File: src/tof_pkg.sv
// Shared types and constants of the telnet option filter.
// Holds the item structs, the job descriptor and the reply sequence tables.
// No dependencies.
`timescale 1ns / 1ps
`default_nettype none

package tof_pkg;

  localparam logic [1:0] OP_RX      = 2'd0;
  localparam logic [1:0] OP_TX      = 2'd1;
  localparam logic [1:0] OP_CONNECT = 2'd2;

  localparam logic [1:0] CFG_TELNET_ENABLE      = 2'd0;
  localparam logic [1:0] CFG_NEWLINE_CONVERSION = 2'd1;
  localparam logic [1:0] CFG_LISTENING_MODE     = 2'd2;

  localparam logic [7:0] BYTE_IAC      = 8'hFF;
  localparam logic [7:0] BYTE_DONT     = 8'hFE;
  localparam logic [7:0] BYTE_DO       = 8'hFD;
  localparam logic [7:0] BYTE_WONT     = 8'hFC;
  localparam logic [7:0] BYTE_WILL     = 8'hFB;
  localparam logic [7:0] BYTE_SB       = 8'hFA;
  localparam logic [7:0] BYTE_SE       = 8'hF0;
  localparam logic [7:0] OPT_ECHO      = 8'h01;
  localparam logic [7:0] OPT_SGA       = 8'h03;
  localparam logic [7:0] OPT_LINEMODE  = 8'h22;
  localparam logic [7:0] CHAR_NATIVE_EOL = 8'h9B;
  localparam logic [7:0] CHAR_CR       = 8'h0D;
  localparam logic [7:0] CHAR_LF       = 8'h0A;
  localparam logic [7:0] LINEMODE_MODE = 8'h01;
  localparam logic [7:0] BYTE_ZERO     = 8'h00;

  localparam logic DEST_TERMINAL = 1'b0;
  localparam logic DEST_NETWORK  = 1'b1;

  typedef struct packed {
    logic [1:0] opcode;
    logic [7:0] data_byte;
  } in_item_t;

  typedef struct packed {
    logic       destination;
    logic [7:0] out_byte;
    logic       last;
  } out_item_t;

  typedef enum logic [2:0] {
    JOB_ONE,
    JOB_TX_FF,
    JOB_TX_CRLF,
    JOB_REPLY,
    JOB_LINEMODE,
    JOB_CONNECT
  } job_kind_t;

  typedef struct packed {
    job_kind_t  kind;
    logic       dest;
    logic [7:0] data;
    logic [7:0] verb;
  } job_t;

  typedef struct packed {
    logic full;
    logic empty;
  } queue_status_t;

  typedef logic [3:0] seq_idx_t;

  function automatic seq_idx_t job_len(input job_kind_t kind);
    seq_idx_t len;
    case (kind)
      JOB_ONE:      len = 4'd1;
      JOB_TX_FF:    len = 4'd2;
      JOB_TX_CRLF:  len = 4'd2;
      JOB_REPLY:    len = 4'd3;
      JOB_LINEMODE: len = 4'd10;
      JOB_CONNECT:  len = 4'd9;
      default:      len = 4'd1;
    endcase
    return len;
  endfunction

  function automatic logic [7:0] job_byte(input job_t job, input seq_idx_t idx);
    logic [7:0] b;
    b = BYTE_ZERO;
    case (job.kind)
      JOB_ONE:     b = job.data;
      JOB_TX_FF:   b = BYTE_IAC;
      JOB_TX_CRLF: b = (idx == 4'd0) ? CHAR_CR : CHAR_LF;
      JOB_REPLY: begin
        case (idx)
          4'd0:    b = BYTE_IAC;
          4'd1:    b = job.verb;
          default: b = job.data;
        endcase
      end
      JOB_LINEMODE: begin
        case (idx)
          4'd0:    b = BYTE_IAC;
          4'd1:    b = BYTE_SB;
          4'd2:    b = OPT_LINEMODE;
          4'd3:    b = LINEMODE_MODE;
          4'd4:    b = BYTE_ZERO;
          4'd5:    b = BYTE_IAC;
          4'd6:    b = BYTE_SE;
          4'd7:    b = BYTE_IAC;
          4'd8:    b = BYTE_DONT;
          default: b = OPT_LINEMODE;
        endcase
      end
      JOB_CONNECT: begin
        case (idx)
          4'd0:    b = BYTE_IAC;
          4'd1:    b = BYTE_WILL;
          4'd2:    b = OPT_ECHO;
          4'd3:    b = BYTE_IAC;
          4'd4:    b = BYTE_DO;
          4'd5:    b = OPT_SGA;
          4'd6:    b = BYTE_IAC;
          4'd7:    b = BYTE_DO;
          default: b = OPT_LINEMODE;
        endcase
      end
      default: b = job.data;
    endcase
    return b;
  endfunction

endpackage

`default_nettype wire

File: src/telnet_option_filter.sv
// Telnet option filter, top level: front parser, job queue and back sequencer.
// Path: an accepted item's job is written into the job queue, and its first result is loaded
// from the queue head into the output register.
// Throughput: while out_ready is high, one item and one result per cycle for items with a
// single result; longer replies hold the back sequencer; input stalls once two jobs wait.
// Reset: synchronous active-low rst_n clears parser state, registers and queue.
// Depends on tof_pkg, tof_front, tof_queue and tof_back.
`timescale 1ns / 1ps
`default_nettype none

module telnet_option_filter import tof_pkg::*; (
  input  wire logic       clk,
  input  wire logic       rst_n,
  input  wire logic       cfg_we,
  input  wire logic [1:0] cfg_index,
  input  wire logic       cfg_data,
  input  wire logic       in_valid,
  output logic            in_ready,
  input  wire in_item_t   in_payload,
  output logic            out_valid,
  input  wire logic       out_ready,
  output out_item_t       out_payload
);

  logic          accept;
  logic          push;
  logic          pop;
  job_t          new_job;
  job_t          head;
  queue_status_t q_status;

  assign in_ready = !q_status.full;
  assign accept   = in_valid && in_ready;

  tof_front u_front (
    .clk       (clk),
    .rst_n     (rst_n),
    .cfg_we    (cfg_we),
    .cfg_index (cfg_index),
    .cfg_data  (cfg_data),
    .accept    (accept),
    .item      (in_payload),
    .push      (push),
    .job       (new_job)
  );

  tof_queue u_queue (
    .clk      (clk),
    .rst_n    (rst_n),
    .push     (push),
    .push_job (new_job),
    .pop      (pop),
    .head     (head),
    .status   (q_status)
  );

  tof_back u_back (
    .clk         (clk),
    .rst_n       (rst_n),
    .head        (head),
    .head_valid  (!q_status.empty),
    .pop         (pop),
    .out_valid   (out_valid),
    .out_ready   (out_ready),
    .out_payload (out_payload)
  );

  // A byte for the terminal is always the only result of its item.
  assert property (@(posedge clk) disable iff (!rst_n)
    out_valid |-> (out_payload.destination || out_payload.last))
    else $error("terminal byte without last");

  assert property (@(posedge clk) disable iff (!rst_n)
    (push && !pop) |-> !q_status.full)
    else $error("job queue overflow");

  assert property (@(posedge clk) disable iff (!rst_n)
    pop |-> !q_status.empty)
    else $error("job queue underflow");

endmodule

`default_nettype wire

File: src/tof_front.sv
// Front end of the telnet option filter: configuration registers, IAC parser
// and newline tracking. Classifies each item into a job descriptor. Uses tof_pkg.
`timescale 1ns / 1ps
`default_nettype none

module tof_front import tof_pkg::*; (
  input  wire logic       clk,
  input  wire logic       rst_n,
  input  wire logic       cfg_we,
  input  wire logic [1:0] cfg_index,
  input  wire logic       cfg_data,
  input  wire logic       accept,
  input  wire in_item_t   item,
  output logic            push,
  output job_t            job
);

  typedef enum logic [2:0] {
    PH_IDLE, PH_CMD, PH_DO, PH_DONT, PH_WILL, PH_WONT
  } phase_t;

  phase_t phase_r, phase_nxt;
  logic   te_r, nl_r, lm_r;
  logic   sub_r, sub_nxt;
  logic   await_echo_r, await_echo_nxt;
  logic   await_sga_r, await_sga_nxt;
  logic   in_cr_r, in_cr_nxt;
  logic   out_cr_r, out_cr_nxt;
  logic   native_r, native_nxt;

  logic       conv;
  logic       deliver;
  logic [7:0] c;

  assign c    = item.data_byte;
  assign conv = te_r && nl_r && !native_r;

  always_comb begin
    phase_nxt      = phase_r;
    sub_nxt        = sub_r;
    await_echo_nxt = await_echo_r;
    await_sga_nxt  = await_sga_r;
    in_cr_nxt      = in_cr_r;
    out_cr_nxt     = out_cr_r;
    native_nxt     = native_r;
    deliver        = 1'b0;
    push           = 1'b0;
    job.kind       = JOB_ONE;
    job.dest       = DEST_NETWORK;
    job.data       = c;
    job.verb       = BYTE_WONT;
    if (accept) begin
      case (item.opcode)
        OP_RX: begin
          phase_nxt = PH_IDLE;
          if (!te_r) begin
            push     = 1'b1;
            job.dest = DEST_TERMINAL;
          end else begin
            case (phase_r)
              PH_CMD: begin
                if (c == BYTE_SE) begin
                  sub_nxt = 1'b0;
                end else if (c == BYTE_SB) begin
                  sub_nxt = 1'b1;
                end else if (c == BYTE_WILL) begin
                  phase_nxt = PH_WILL;
                end else if (c == BYTE_WONT) begin
                  phase_nxt = PH_WONT;
                end else if (c == BYTE_DO) begin
                  phase_nxt = PH_DO;
                end else if (c == BYTE_DONT) begin
                  phase_nxt = PH_DONT;
                end else if (c == BYTE_IAC) begin
                  deliver = 1'b1;
                end
              end
              PH_DO: begin
                job.kind = JOB_REPLY;
                if (c == OPT_ECHO) begin
                  if (await_echo_r) begin
                    await_echo_nxt = 1'b0;
                  end else begin
                    push     = 1'b1;
                    job.verb = lm_r ? BYTE_DONT : BYTE_WONT;
                  end
                end else if (c == OPT_SGA) begin
                  push     = 1'b1;
                  job.verb = BYTE_WILL;
                end else begin
                  push     = 1'b1;
                  job.verb = BYTE_WONT;
                end
              end
              PH_DONT: begin
                push     = 1'b1;
                job.kind = JOB_REPLY;
                job.verb = (c == OPT_SGA) ? BYTE_WILL : BYTE_WONT;
              end
              PH_WILL: begin
                job.kind = JOB_REPLY;
                job.verb = BYTE_DO;
                if (c == OPT_ECHO) begin
                  push = 1'b1;
                end else if (c == OPT_SGA) begin
                  if (await_sga_r) begin
                    await_sga_nxt = 1'b0;
                  end else begin
                    push = 1'b1;
                  end
                end else begin
                  push     = 1'b1;
                  job.verb = BYTE_DONT;
                  if (c == OPT_LINEMODE && lm_r) begin
                    job.kind = JOB_LINEMODE;
                  end
                end
              end
              PH_WONT: begin
                job.kind = JOB_REPLY;
                job.verb = BYTE_DONT;
                push     = lm_r && (c == OPT_ECHO);
              end
              default: begin
                if (c == BYTE_IAC) begin
                  phase_nxt = PH_CMD;
                end else begin
                  deliver = 1'b1;
                end
              end
            endcase
            if (deliver && !sub_r) begin
              push     = 1'b1;
              job.kind = JOB_ONE;
              job.dest = DEST_TERMINAL;
              if (lm_r && conv) begin
                if (c == CHAR_NATIVE_EOL) begin
                  native_nxt = 1'b1;
                end else if (c == CHAR_CR) begin
                  in_cr_nxt = 1'b1;
                end else if (in_cr_r) begin
                  in_cr_nxt = 1'b0;
                  push      = (c != CHAR_LF);
                end
              end
            end
          end
        end
        OP_TX: begin
          push = 1'b1;
          if (conv) begin
            if (c == CHAR_CR) begin
              out_cr_nxt = 1'b1;
            end else if (out_cr_r) begin
              out_cr_nxt = 1'b0;
              push       = (c != CHAR_LF);
            end
          end
          if (c == BYTE_IAC) begin
            job.kind = JOB_TX_FF;
          end else if (c == CHAR_CR && conv) begin
            job.kind = JOB_TX_CRLF;
          end
        end
        OP_CONNECT: begin
          phase_nxt      = PH_IDLE;
          sub_nxt        = 1'b0;
          in_cr_nxt      = 1'b0;
          out_cr_nxt     = 1'b0;
          native_nxt     = 1'b0;
          await_echo_nxt = lm_r && te_r;
          await_sga_nxt  = lm_r && te_r;
          push           = lm_r && te_r;
          job.kind       = JOB_CONNECT;
        end
        default: begin
          push = 1'b0;
        end
      endcase
    end
  end

  always_ff @(posedge clk) begin
    if (!rst_n) begin
      phase_r      <= PH_IDLE;
      te_r         <= 1'b0;
      nl_r         <= 1'b0;
      lm_r         <= 1'b0;
      sub_r        <= 1'b0;
      await_echo_r <= 1'b0;
      await_sga_r  <= 1'b0;
      in_cr_r      <= 1'b0;
      out_cr_r     <= 1'b0;
      native_r     <= 1'b0;
    end else begin
      phase_r      <= phase_nxt;
      sub_r        <= sub_nxt;
      await_echo_r <= await_echo_nxt;
      await_sga_r  <= await_sga_nxt;
      in_cr_r      <= in_cr_nxt;
      out_cr_r     <= out_cr_nxt;
      native_r     <= native_nxt;
      if (cfg_we) begin
        case (cfg_index)
          CFG_TELNET_ENABLE:      te_r <= cfg_data;
          CFG_NEWLINE_CONVERSION: nl_r <= cfg_data;
          CFG_LISTENING_MODE:     lm_r <= cfg_data;
          default:                te_r <= te_r;
        endcase
      end
    end
  end

endmodule

`default_nettype wire

File: src/tof_queue.sv
// Two-entry job queue between the front and back ends of the option filter.
// Push and pop may happen in the same cycle. Uses tof_pkg.
`timescale 1ns / 1ps
`default_nettype none

module tof_queue import tof_pkg::*; (
  input  wire logic    clk,
  input  wire logic    rst_n,
  input  wire logic    push,
  input  wire job_t    push_job,
  input  wire logic    pop,
  output job_t         head,
  output queue_status_t status
);

  job_t       entry_r [2];
  logic       wr_ptr_r, rd_ptr_r;
  logic [1:0] count_r, count_nxt;

  assign head         = entry_r[rd_ptr_r];
  assign status.full  = (count_r == 2'd2);
  assign status.empty = (count_r == 2'd0);

  always_comb begin
    count_nxt = count_r;
    if (push && !pop) begin
      count_nxt = count_r + 2'd1;
    end else if (pop && !push) begin
      count_nxt = count_r - 2'd1;
    end
  end

  always_ff @(posedge clk) begin
    if (push) begin
      entry_r[wr_ptr_r] <= push_job;
    end
    if (!rst_n) begin
      wr_ptr_r <= 1'b0;
      rd_ptr_r <= 1'b0;
      count_r  <= 2'd0;
    end else begin
      if (push) begin
        wr_ptr_r <= !wr_ptr_r;
      end
      if (pop) begin
        rd_ptr_r <= !rd_ptr_r;
      end
      count_r <= count_nxt;
    end
  end

endmodule

`default_nettype wire

File: src/tof_back.sv
// Back end of the option filter: expands the job at the queue head into
// result items, one per cycle while out_ready does not stall it, into the output register. Uses tof_pkg.
`timescale 1ns / 1ps
`default_nettype none

module tof_back import tof_pkg::*; (
  input  wire logic      clk,
  input  wire logic      rst_n,
  input  wire job_t      head,
  input  wire logic      head_valid,
  output logic           pop,
  output logic           out_valid,
  input  wire logic      out_ready,
  output out_item_t      out_payload
);

  seq_idx_t  idx_r;
  logic      out_valid_r;
  out_item_t out_payload_r;
  logic      load;
  logic      is_last;

  assign load        = head_valid && (!out_valid_r || out_ready);
  assign is_last     = (idx_r == job_len(head.kind) - 4'd1);
  assign pop         = load && is_last;
  assign out_valid   = out_valid_r;
  assign out_payload = out_payload_r;

  always_ff @(posedge clk) begin
    if (load) begin
      out_payload_r.destination <= head.dest;
      out_payload_r.out_byte    <= job_byte(head, idx_r);
      out_payload_r.last        <= is_last;
    end
    if (!rst_n) begin
      out_valid_r <= 1'b0;
      idx_r       <= '0;
    end else if (load) begin
      out_valid_r <= 1'b1;
      idx_r       <= is_last ? '0 : idx_r + 4'd1;
    end else if (out_ready) begin
      out_valid_r <= 1'b0;
    end
  end

endmodule

`default_nettype wire
File: config.mk
export PLATFORM = sky130hd
export DESIGN_NAME = telnet_option_filter
export DESIGN_NICKNAME = d
export VERILOG_FILES = /design/src/tof_pkg.sv /design/src/telnet_option_filter.sv /design/src/tof_front.sv /design/src/tof_queue.sv /design/src/tof_back.sv
export SDC_FILE = /design/constraint.sdc
export NUM_CORES = 1
export LEC_CHECK = 0
export ABC_AREA = 1
export BUFFER_PORTS_ARGS = -buffer_cell sky130_fd_sc_hd__buf_4
export CAP_MARGIN = 20
export CORE_AREA = 2 2 93 131
export CTS_BUF_LIST = sky130_fd_sc_hd__clkbuf_16
export DETAILED_ROUTE_END_ITERATION = 16
export DIE_AREA = 0 0 95 133
export GPL_TIMING_DRIVEN = 0
export PLACE_DENSITY = 0.53
export REMOVE_ABC_BUFFERS = 1
export SLEW_MARGIN = 20
export SYNTH_ARGS = -nofsm -noshare
export SYNTH_HDL_FRONTEND = slang
export SYNTH_HIERARCHICAL = 1
export SYNTH_SLANG_ARGS = --single-unit
File: constraint.sdc
create_clock -name clk -period 8.2 [get_ports clk]
set_clock_uncertainty 0.1 [all_clocks]
set_input_delay 0.41 -clock clk [delete_from_list [all_inputs] [get_ports clk]]
set_output_delay 0.41 -clock clk [all_outputs]
set_load 0.05 [all_outputs]
==> run summary <==
First-pass GRT wire length: 15200 um
Post-Syn Area per Cell: 9.07 um2
Yosys reg bits: 81
Ant. Diodes: 0
DRC Markers: 0
GRT overflow: 0
Clock sink count: 81
Finished Core Util: 44.4%
Reg2reg path depth: 18
Htree depth: 3
Hold endpoint: u_queue/entry_r[0][15]
CTS tree: built
Count of final max-slew check failures: 0
PwrDens: 282 nW/um2
Vias per inst: 4.88
CP max stage cell: dfxtp_2
Top cell type by total area after synthesis: edfxtp_1
Cell with the most instances after synthesis: nand2_1
Top post-synthesis cells by count: 81 x nand2_1, 70 x inv_1, 50 x edfxtp_1, 50 x nor2_1, 31 x dfxtp_1
VDD IR max: 0.107 mV
Seq pwr share: 37.3%
WL/cell: 13.4 um
Die X: 95 um
Worst path max stage delay: 0.75 ns
Power share of the combinational group: 30.6%
Crit start category: flip-flop
CP most frequent cell: nand2_1
Starting DRC count in detailed routing: 133
CORE AREA: 11600 um2
Fin crit period: 3.90 ns
Chip height: 133 um
Ratio of cells with drive above 1 in the final layout: 21.4%
Number of buffers and inverters on the critical path: 3
Area growth from synthesis to layout: 14.5%
Final nets: 553
Post-CTS setup buffer count: 0
Worst min path class: in -> reg
Die area: 12600 um2
Max_cap viols: 0
Clock network fraction of design power: 32.1%
RePlAce Congestion: 0.940
Yosys cell types: 41
Relative slew slack: 47.3%
Async set-reset flop share out of synthesis: 0%
Ports: 30
Multi-input logic area: 1960 um2
Cts hold-fix bufs: 0
Clock slew at reported path FFs: 0.06 ns
Post-cts resize count: 0
DR pass1 iterations: 4
Internal: 0.000963 W
Worst-margin pin slew: 0.789 ns
DRT Wirelength: 9070 um
Total power: 0.00145 W
Synth Cell Area: 4490 um2
Switch share: 33.6%
Post-synth EDFFs: 50
Largest net degree at the start of global routing: 21
Critical Setup Path Class: reg -> reg
Top-area cell type share of the netlist area: 33.4%
Initial antenna violation count: 0
Max Fclk: 0.257 GHz
Synth Flop Type: edfxtp_1
Crit Path Max Fanout: 20
I/O Buffers: 29
Overall via count from detail_route: 3294
Initial cell density of the core: 38.8%
Final setup viols: 0
Outcome: finished clean
Final Hold Viols: 0
Vias in the first global route: 3241
Setup TNS: 0 ns
Yosys warnings: 6
CP delay by family, top: simple AND/OR/NAND/NOR gates
Max clock buf depth: 2
Unrepaired setup endpoints after global routing: no
Synth Instances: 495
CTS buffer count: 9
Sequential share of the synthesized area: 47.3%
Worst path cell trace: mux2_4, nor3_1, nand2_1, nand2_1, inv_1, ha_1, xnor2_1, nor2_1, nand3_4, nand2_2, inv_1, nand2_1, ha_1, inv_1, nand4_1, nand2_1, nand2_1, nand2_1
Critical path arrival: 4.03 ns
Net Switching: 0.000488 W
Critical Path RT: 8.33 ns
Hold wc startpoint: in_payload[7]
Root Buffer: clkbuf_16
Layout fillers: 1096
WHS Path Cells: 1
Critical Path Sink Type: flip-flop
Top post-synthesis cells by area: edfxtp_1 33%, dfxtp_1 14%, nand2_1 6.8%, mux2_4 6.7%, inv_1 5.9%
Antenna-violating nets left: 0
Flop2flop setup slack: 4.30 ns
GRT Util Overall: 15.9%
Clk Latency, worst-skew pair: 0.34 ns
Pleak: 2.12 nW
Final HPWL DP: 7100 um
Levels on crit path: 18
# rows: 47
FF/Latch Area: 2120 um2
Final worst path period share: 47.5%
## layout make-up
type	count	area share [%]
multi-input cells	322	38.1
repair buffers	30	4.45
inverters	79	5.77
clock buffers	9	4.38
well taps	147	3.58
clock inverters	7	2.46
flip-flops and latches	81	41.3
## metrics by stage
stage          hold slack [ns]  worst slack [ns]  area (um2)  cells
6_report                 0.179              4.30        5140    675
5_1_grt                  0.172              3.92        5140    675
4_1_cts                  0.164              4.22        5140    675
3_5_place_dp             0.347              4.23        4790    659
3_3_place_gp             0.347              3.90        4770    658
2_1_floorplan            0.330              4.48        4370    482
## per-layer routing
layer	vias to the layer above	wire length, um	global-route usage [%]	share of wire [%]
li1	1699	-	-	-
met1	1486	3540	17.1	39
met2	76	4800	27.8	53
met3	33	301	3.02	3.3
met4	0	430	9.98	4.7
met5	-	0	0	0
## cell families (layout without fill, tap and decap cells)
logic type	Yosys count	count (layout)	synth area share (%)
compound gates	71	71	9.56
xor+xnor	5	5	0.976
fa+ha+maj	12	12	3.34
buf+inv	96	125	9.53
flops	81	81	47.3
mux	20	20	6.69
other cells	1	5	0.0835
simple gates	209	209	22.5
## power by group through the flow
stage	Clock, W	Sequential, W	Combinational [W]
2_1_floorplan	0	0.000611	0.000266
3_3_place_gp	0	0.000550	0.000437
3_5_place_dp	0	0.000551	0.000445
4_1_cts	0.000478	0.000542	0.000447
5_1_grt	0.000495	0.000549	0.000494
6_report	0.000466	0.000541	0.000444
## layout by cell type, fill, tap and decap left out, types with 2 or more instances in the layout
master and n:
buf_4 29, nor2_1 49, ha_1 12, a21oi_1 27, conb_1 5, a21oi_2 3, o21ai_1 6, a31oi_1 5
nor3_1 11, edfxtp_1 50, o211ai_1 3, a41oi_1 3, nor2_4 3, nor4_1 4, mux2_4 20, nand3_1 24
nand3_4 2, xor2_1 2, nand4_1 6, nor2_2 6, nand2_1 81, bufinv_16 3, dfxtp_1 30, clkbuf_16 9
o221ai_1 6, nand3_2 6, inv_1 70, inv_2 8, xnor2_1 3, o21ai_0 13, nand2_2 13
## how the worst max path moves through the flow
stage | to | slack (ns) | from
4_1_cts | flip-flop | 4.22 | flip-flop
3_5_place_dp | flip-flop | 4.23 | flip-flop
3_3_place_gp | flip-flop | 3.90 | flip-flop
5_1_grt | flip-flop | 3.92 | flip-flop
2_1_floorplan | flip-flop | 4.48 | flip-flop
6_report | flip-flop | 4.30 | flip-flop
No activity file was read; power rests on OpenSTA's default activity.
